## config.mk

```make
export PLATFORM = sky130hd
export DESIGN_NAME = srm_cell
export DESIGN_NICKNAME = d
export VERILOG_FILES = /design/src/srm_pkg.sv /design/src/srm_cell.sv
export SDC_FILE = /design/constraint.sdc
export NUM_CORES = 1
export LEC_CHECK = 0
export ABC_CLOCK_PERIOD_IN_PS = 5700
export BUFFER_PORTS_ARGS = -buffer_cell sky130_fd_sc_hd__clkbuf_2
export CAP_MARGIN = 10
export CORE_ASPECT_RATIO = 1.2
export CORE_UTILIZATION = 50
export DETAILED_ROUTE_END_ITERATION = 10
export HOLD_SLACK_MARGIN = 0.03
export PLACE_DENSITY = 0.92
export SETUP_SLACK_MARGIN = 0.3
export SYNTH_ARGS = -nofsm -noshare
export SYNTH_HDL_FRONTEND = slang
export SYNTH_SLANG_ARGS = --single-unit
```

## constraint.sdc

```tcl
create_clock -name i_clk -period 5.7 [get_ports i_clk]
set_input_delay 0 -clock i_clk [delete_from_list [all_inputs] [get_ports i_clk]]
set_output_delay 0 -clock i_clk [all_outputs]
set_load 0.03 [all_outputs]
```

## src/srm_pkg.sv

```systemverilog
// ----------------------------------------------------------------------------
// srm_pkg: shared types and constants
// Word width, operation and status codes, and the control word that the
// sequencer broadcasts to every sorted cell.
// ----------------------------------------------------------------------------
package srm_pkg;

    localparam int WORD_W    = 32;
    localparam int DEPTH_DEF = 256;

    typedef enum logic [1:0] {
        KIND_PUSH  = 2'd0,
        KIND_POP   = 2'd1,
        KIND_QUERY = 2'd2
    } t_kind;

    typedef enum logic [1:0] {
        STAT_OK    = 2'd0,
        STAT_EMPTY = 2'd1,
        STAT_FULL  = 2'd2
    } t_status;

    // broadcast to all cells in the update cycle
    typedef struct packed {
        logic                     ins;
        logic                     del;
        logic signed [WORD_W-1:0] value;
    } t_cell_ctl;

endpackage

```

## src/srm_cell.sv

```systemverilog
// ----------------------------------------------------------------------------
// srm_cell: one slot of the sorted store
// Holds one value; shifts right on insert, left on delete, by comparing its
// own value with the broadcast value and looking at its neighbors.
// ----------------------------------------------------------------------------
module srm_cell (
    input  logic                             i_clk,
    input  srm_pkg::t_cell_ctl               i_ctl,
    input  logic                             i_occ,
    input  logic signed [srm_pkg::WORD_W-1:0] i_left_val,
    input  logic                             i_left_big,
    input  logic signed [srm_pkg::WORD_W-1:0] i_right_val,
    output logic signed [srm_pkg::WORD_W-1:0] o_val,
    output logic                             o_big
);

    logic signed [srm_pkg::WORD_W-1:0] r_val;
    logic signed [srm_pkg::WORD_W-1:0] n_val;
    logic                              w_gt;
    logic                              w_ge;

    assign w_gt  = r_val > i_ctl.value;
    assign w_ge  = r_val >= i_ctl.value;
    // an empty slot counts as larger than anything
    assign o_big = !i_occ || w_gt;
    assign o_val = r_val;

    always_comb begin
        n_val = r_val;
        if (i_ctl.ins && o_big) begin
            // take the left neighbor if it also moves, else land the new word here
            n_val = i_left_big ? i_left_val : i_ctl.value;
        end else if (i_ctl.del && w_ge) begin
            n_val = i_right_val;
        end
    end

    always_ff @(posedge i_clk) begin
        r_val <= n_val;
    end

endmodule

```

==> impl_metrics.csv, run 1 <==
group,metric,value,unit
pwr,p_leak,1.99,nW
timing,fin_tns_setup,0,ns
logic_synthesis,synth_top_family_by_area,"multiplexers",
timing,fmax,275,MHz
die,chipHeight,82.4,um
route,ant_nets,0,
die,die_area,0.00569,sq mm
worst_setup_path,arrival,3.67,ns
clocking,root_buffer,"clkbuf_8",
logic_synthesis,synthCells,266,
die,fp.dieW,69.0,um
clocking,clock_path_buffers,2,
clocking,clkLatencyLatePin,0.29,ns
worst_setup_path,startpoint_type,"flop",
placed_design,dp_hpwl,5310,um
clocking,cts.sinks,32,
timing,rsz0062_at_grt,"no",
clocking,path_clk_slew,0.07,ns
layout,antennaDiodeCount,0,
grt,grtUsageTotal,27.6,%
logic_synthesis,synth.most_common_cell,"nand2_1",
logic_synthesis,syn_avg_cell_area,10.1,sq um
logic_synthesis,synthesis.area,0.00270,sq mm
timing,clock_skew,0.0102,ns
timing,min_period,3.64,ns
grt,gr-total-overflow,0,
layout,n_fill_cell,340,
placed_design,port-buffer-count,133,
logic_synthesis,synth_compound_area_share,12.8,%
timing,tightest_slew,1.06,ns
hold_path,hp-class,"in2reg",
grt,antenna_found_initial,0,
timing,hold_viol_final,0,
timing,fin_crit_sh,63.8,%
layout,largest_reg_flops,32,
layout,drive_above_1_share,42.3,%
clocking,ctsHoldBuffers,30,
logic_synthesis,syn_nets,399,
clocking,cts_max_level,2,
pwr,cellInternalPower,876,uW
pwr,power_frac_seq,30.2,%
route,route.detailed.drc,0,
route,num_vias,2578,
flow_run,drv_cap,0,
route,drt_iter0_drc,154,
grt,grt_pass1_vias,2644,
worst_setup_path,crit_path_end_kind,"flop",
pwr,pwr-share-clk,13.7,%
hold_path,worstHoldPathCells,2,
clocking,cts_tree,"done",
route,wirelength,7590,um
pwr,total_power,1.56,mW
logic_synthesis,synth_area_leaders,"edfxtp_1 36%, mux2_4 16%, ha_1 15%",
route,wire_per_inst,15.6,um
logic_synthesis,synth_cell_types,26,
logic_synthesis,synthMuxAreaShare,18.2,%
layout,multi_input_area,0.00153,sq mm
run_status,outcome,"completed",
worst_setup_path,cp_max_fo,17,
timing,maxSlewHeadroom,29.3,%
grt,grt_first_pass_wirelength,12200,um
placed_design,routabilityCongestion,0.833,
route,viasPerCell,5.28,
layout,ff_latch_area,961,sq um
clocking,cts_resized,0,
logic_synthesis,synthXorXnorAreaFrac,0.325,%
clocking,cts_buffers,5,
pwr,swShare,43.8,%
pwr,power_density,411,mW/mm^2
logic_synthesis,yosys-top-cells-count,"43 x nand2_1, 36 x inv_1, 36 x o21ai_0",
layout,fin_nets,560,
logic_synthesis,synthArstFlopShare,0,%
logic_synthesis,ys_seq_area_share,35.6,%
logic_synthesis,synth_fa_ha_area_share,14.8,%
pwr,share_comb_of_total_power,56.1,%
logic_synthesis,synth-simple-area-share,10.5,%
worst_setup_path,required,5.73,ns
clocking,post-cts-setup-buffers,0,
pwr,ir_drop,0.272,mV
die,ioPinCount,134,
die,rows,28,
logic_synthesis,synth_edf_count,32,
logic_synthesis,synth_warnings,0,
layout,syn2layout_area_growth,40.5,%
logic_synthesis,yosysTopAreaCell,"edfxtp_1",
logic_synthesis,yosysTopAreaCellShare,35.6,%
logic_synthesis,synth_seq_cells,32,
die,core_area,0.00504,sq mm
timing,slew_violations,0,
grt,grt_max_degree,64,
logic_synthesis,synth_ff_type,"edfxtp_1",
pwr,switching_power,682,uW
worst_setup_path,reg2reg_depth,9,
die,initial_utilization,53.4,%
route,firstDrtPassIters,5,
worst_setup_path,worstSetupPathType,"reg2reg",
timing,setup_viol,0,
-- area by class of cell --
type                    instances  share of cell area, %
multi-input cells             187                   40.4
repair buffers                165                   25.9
flip-flops and latches         32                   25.4
inverters                      36                   3.57
well taps                      60                   1.98
clock buffers                   5                   1.82
clock inverters                 3                  0.991
-- cell usage in the layout (no fill, tap or decap), types with 2 or more instances in the layout --
| cell type | n |
|---|---|
| mux2_4 | 29 |
| buf_4 | 2 |
| ha_1 | 32 |
| or4_4 | 2 |
| inv_1 | 36 |
| dlygate4sd3_1 | 30 |
| clkbuf_2 | 133 |
| nand4_1 | 5 |
| o21ai_0 | 36 |
| a21oi_1 | 16 |
| mux2_2 | 5 |
| clkinv_1 | 2 |
| nor3_1 | 3 |
| edfxtp_1 | 32 |
| nand2_1 | 43 |
| a21o_1 | 2 |
| clkbuf_8 | 5 |
| nand3_1 | 3 |
-- per-stage QoR --
step / hold WS [ns] / cells / instance area, sq um / worst slack, ns / util [%]
after floorplan: 0.218 / 266 / 2700 / 1.99 / -
after global placement: 0.301 / 450 / 3380 / 2.20 / 67.0
after detailed placement: 0.305 / 450 / 3380 / 2.06 / 67.0
after CTS: 0.0320 / 488 / 3790 / 2.07 / 75.1
after global routing: 0.0328 / 488 / 3790 / 1.93 / 75.1
final: 0.0346 / 488 / 3790 / 2.06 / 75.1
-- worst max-delay path: stages (launching register included) --
cell	delay [ns]
edfxtp_1	0.42
ha_1	0.48
nand4_2	0.16
or4_4	0.56
or4_4	0.50
and3_4	0.20
o21ai_1	0.15
o311ai_4	0.15
a21o_1	0.41
buf_4	0.33
-- path summary, 6_finish.rpt --
check	startpoint	end	slack [ns]
setup reg to reg	o_val[31]	o_val[11]	2.06
setup / recovery	o_val[31]	o_val[11]	2.06
hold / removal	i_right_val[31]	o_val[31]	0.03
hold reg to reg	o_val[31]	o_val[12]	1.50
-- power groups by stage --
stage,logic (mW),clock network [mW],registers (mW)
floorplan,0.433,0,0.664
global placement,0.823,0,0.464
detailed placement,0.849,0,0.472
CTS,0.869,0.219,0.467
global route,0.937,0.225,0.483
finish,0.874,0.213,0.471
-- cells by family (layout without fill, tap and decap cells) --
family / count (synthesis) / count (layout)
compound gates: 60 / 60
buf+inv: 47 / 209
fa+ha+maj: 32 / 32
simple gates: 60 / 60
flops: 32 / 32
mux: 34 / 34
xor+xnor: 1 / 1
-- metal layers --
metal	GRT usage, %	routed length, um	part of all wire [%]
met1	28.5	2810	37
met3	5.46	493	6.5
met4	10.2	112	1.5
met2	55.3	4170	55
met5	0	0	0
Power figures use the tool's default switching activity.
==> run 2: changes to the inputs <==
--- a/config.mk
+++ b/config.mk
@@ -5,14 +5,15 @@
 export SDC_FILE = /design/constraint.sdc
 export NUM_CORES = 1
 export LEC_CHECK = 0
-export ABC_CLOCK_PERIOD_IN_PS = 5700
+export ABC_AREA = 1
+export ABC_CLOCK_PERIOD_IN_PS = 3200
 export BUFFER_PORTS_ARGS = -buffer_cell sky130_fd_sc_hd__clkbuf_2
 export CAP_MARGIN = 10
 export CORE_ASPECT_RATIO = 1.2
-export CORE_UTILIZATION = 50
+export CORE_UTILIZATION = 42
 export DETAILED_ROUTE_END_ITERATION = 10
 export HOLD_SLACK_MARGIN = 0.03
-export PLACE_DENSITY = 0.92
+export PLACE_DENSITY = 0.83
 export SETUP_SLACK_MARGIN = 0.3
 export SYNTH_ARGS = -nofsm -noshare
 export SYNTH_HDL_FRONTEND = slang
==> constraint.sdc (replaced) <==
create_clock -name i_clk -period 3.2 [get_ports i_clk]
set_input_delay 0 -clock i_clk [delete_from_list [all_inputs] [get_ports i_clk]]
set_output_delay 0 -clock i_clk [all_outputs]
set_load 0.03 [all_outputs]
==> run 2 against run 1 <==
Wire length grew 5.5%. Sequential share of layout area increased by 0.14 points. Final area shrank 0.56%. Clock-buffer cell count stayed put. Global-route usage fell by 3.0 points. Clock skew decreased by 0.0057 ns. Largest cell class unchanged. Sequential power rose by 49%.
==> impl_metrics.csv, run 2 <==
group,metric,value,unit
logic_synthesis,ys_seq_area_share,36.0,%
worst_setup_path,crit_path_end_kind,"flop",
die,die_area,0.00668,sq mm
layout,final_common_cell,"clkbuf_2",
clocking,clock_path_buffers,2,
pwr,power_density,536,mW/mm^2
worst_setup_path,cp_max_fo,18,
layout,antennaDiodeCount,0,
worst_setup_path,critPathMaxStageDelay,0.40,ns
layout,fin_nets,648,
route,wire_per_inst,13.5,um
clocking,root_buffer,"clkbuf_8",
worst_setup_path,worstSetupPathType,"reg2reg",
layout,layout_common_cells,"133 x clkbuf_2, 132 x nand2_1, 40 x inv_1",
logic_synthesis,syn_avg_cell_area,7.48,sq um
logic_synthesis,synth.most_common_cell,"nand2_1",
pwr,total_power,2.02,mW
worst_setup_path,path_buf_inv,1,
route,num_vias,2932,
worst_setup_path,crit_family,"simple AND/OR/NAND/NOR gates",
logic_synthesis,yosysTopAreaCell,"edfxtp_1",
timing,hold_viol_final,0,
timing,clock_skew,0.00452,ns
timing,min_period,2.65,ns
clocking,cts_buffers,5,
route,drt_iter0_drc,158,
timing,maxSlewHeadroom,28.7,%
die,initial_utilization,43.8,%
clocking,cts_tree,"done",
route,wirelength,8000,um
flow_run,drv_cap,0,
grt,grt_pass1_vias,2772,
route,firstDrtPassIters,4,
placed_design,place_area,0.00338,sq mm
placed_design,dp_hpwl,5510,um
layout,multi_input_area,0.00146,sq mm
worst_setup_path,rrSetupSlack,0.55,ns
layout,ff_latch_area,961,sq um
worst_setup_path,arrival,2.63,ns
logic_synthesis,synth_warnings,0,
logic_synthesis,yosysTopAreaCellShare,36.0,%
logic_synthesis,synth_cell_types,21,
route,ant_nets,0,
layout,largest_reg_flops,32,
grt,gr-total-overflow,0,
placed_design,port-buffer-count,133,
die,core_area,0.00609,sq mm
timing,rsz0062_at_grt,"no",
worst_setup_path,required,3.18,ns
grt,grt_first_pass_wirelength,12300,um
timing,fin_crit_sh,82.7,%
logic_synthesis,synth_area_leaders,"edfxtp_1 36%, nand2_1 19%, ha_1 15%",
layout,syn2layout_area_growth,41.1,%
placed_design,routabilityCongestion,0.789,
worst_setup_path,crit_chain,"ha_1, nand2_1, nor2_2, nand2_2, nor4_4, nand2_1, nand3_1, nand3_2, nand2_4, nand2_4, nand2_2, buf_12",
timing,fin_tns_setup,0,ns
route,route.detailed.drc,0,
grt,antenna_found_initial,0,
layout,finalNonFillerCells,595,
timing,setup_viol,0,
clocking,path_clk_slew,0.06,ns
clocking,cts_max_level,2,
logic_synthesis,synthesis.area,0.00267,sq mm
worst_setup_path,slowest_stage,"edfxtp_1",
logic_synthesis,synthCells,357,
logic_synthesis,synthArstFlopShare,0,%
placed_design,place_inst,558,
logic_synthesis,yosys-top-cells-count,"133 x nand2_1, 40 x inv_1, 34 x nand3_1",
route,viasPerCell,4.93,
grt,grt_max_degree,64,
die,fp.dieW,74.8,um
logic_synthesis,synth_seq_cells,32,
hold_path,hp-class,"in2reg",
clocking,clkLatencyLatePin,0.27,ns
pwr,ir_drop,0.256,mV
timing,fmax,378,MHz
logic_synthesis,synth_ff_type,"edfxtp_1",
clocking,cts.sinks,32,
timing,tightest_slew,1.07,ns
timing,slew_violations,0,
die,ioPinCount,134,
die,rows,31,
layout,n_fill_cell,535,
worst_setup_path,startpoint_type,"flop",
logic_synthesis,syn_nets,490,
grt,grtUsageTotal,24.6,%
layout,post-route-cell-area,0.00377,sq mm
pwr,p_leak,2.11,nW
layout,drive_above_1_share,29.0,%
layout,utilization,61.8,%
logic_synthesis,synth_edf_count,32,
run_status,outcome,"completed",
die,chipHeight,89.3,um
[run 2: kinds of logic (layout without fill, tap and decap cells)]
group,after synthesis,count (layout),share of synthesized area (%)
AO/OA/AOI/OAI,52,52,10.1
adder cells (fa/ha/maj),32,32,15.0
AND/OR/NAND/NOR,183,183,29.2
buffers and inverters,57,213,9.28
flip-flops,32,32,36.0
multiplexers,1,1,0.422
[run 2: what timing repair did]
action	in CTS	in global routing
hold endpoints to repair	32	0
setup endpoints to repair	0	0
setup buffers	0	0
hold buffers	32	0
gates resized for setup	0	0
[run 2: final cells by class]
type / count / share of cell area [%]
tap: 82 / 2.72
clock buffer: 5 / 1.83
timing repair buffer: 168 / 27.1
multi-input combinational: 268 / 38.8
sequential: 32 / 25.5
inverter: 40 / 3.99
[run 2: routing by layer]
layer | global-route usage [%] | routed length, um | part of all wire [%] | up-vias
met2 | 45.7 | 4160 | 52 | 142
met1 | 26.4 | 3110 | 39 | 1275
met5 | 0 | 0 | 0 | -
met3 | 3.72 | 447 | 5.6 | 28
li1 | - | - | - | 1487
met4 | 13.0 | 286 | 3.6 | 0
[run 2: path summary, 6_finish.rpt]
kind	startpoint	to	depth (start not counted)
worst max-delay path	o_val[31]	o_val[1]	12
worst min-delay path	i_left_val[12]	o_val[12]	5
worst max register to register	o_val[31]	o_val[1]	12
worst min register to register	o_val[31]	o_val[27]	6
[run 2: worst reg2reg max path, cell delays in order, from the launching register on]
cell and delay [ns]:
edfxtp_1 0.40, ha_1 0.38, nand2_1 0.11, nor2_2 0.15, nand2_2 0.09, nor4_4 0.19, nand2_1 0.11, nand3_1 0.11
nand3_2 0.11, nand2_4 0.08, nand2_4 0.05, nand2_2 0.34, buf_12 0.22
[run 2: power breakdown]
part | switching, mW | total (mW) | internal [mW]
clock network | 0.133 | 0.273 | 0.140
registers | 0.0686 | 0.700 | 0.631
logic | 0.694 | 1.05 | 0.352
total | 0.895 | 2.02 | 1.12
[run 2: through the flow]
stage          hold WS [ns]  worst slack, ns
2_1_floorplan         0.179            0.494
3_3_place_gp          0.271            0.649
3_5_place_dp          0.266            0.530
4_1_cts               0.130            0.517
5_1_grt               0.152            0.370
6_report              0.132            0.554
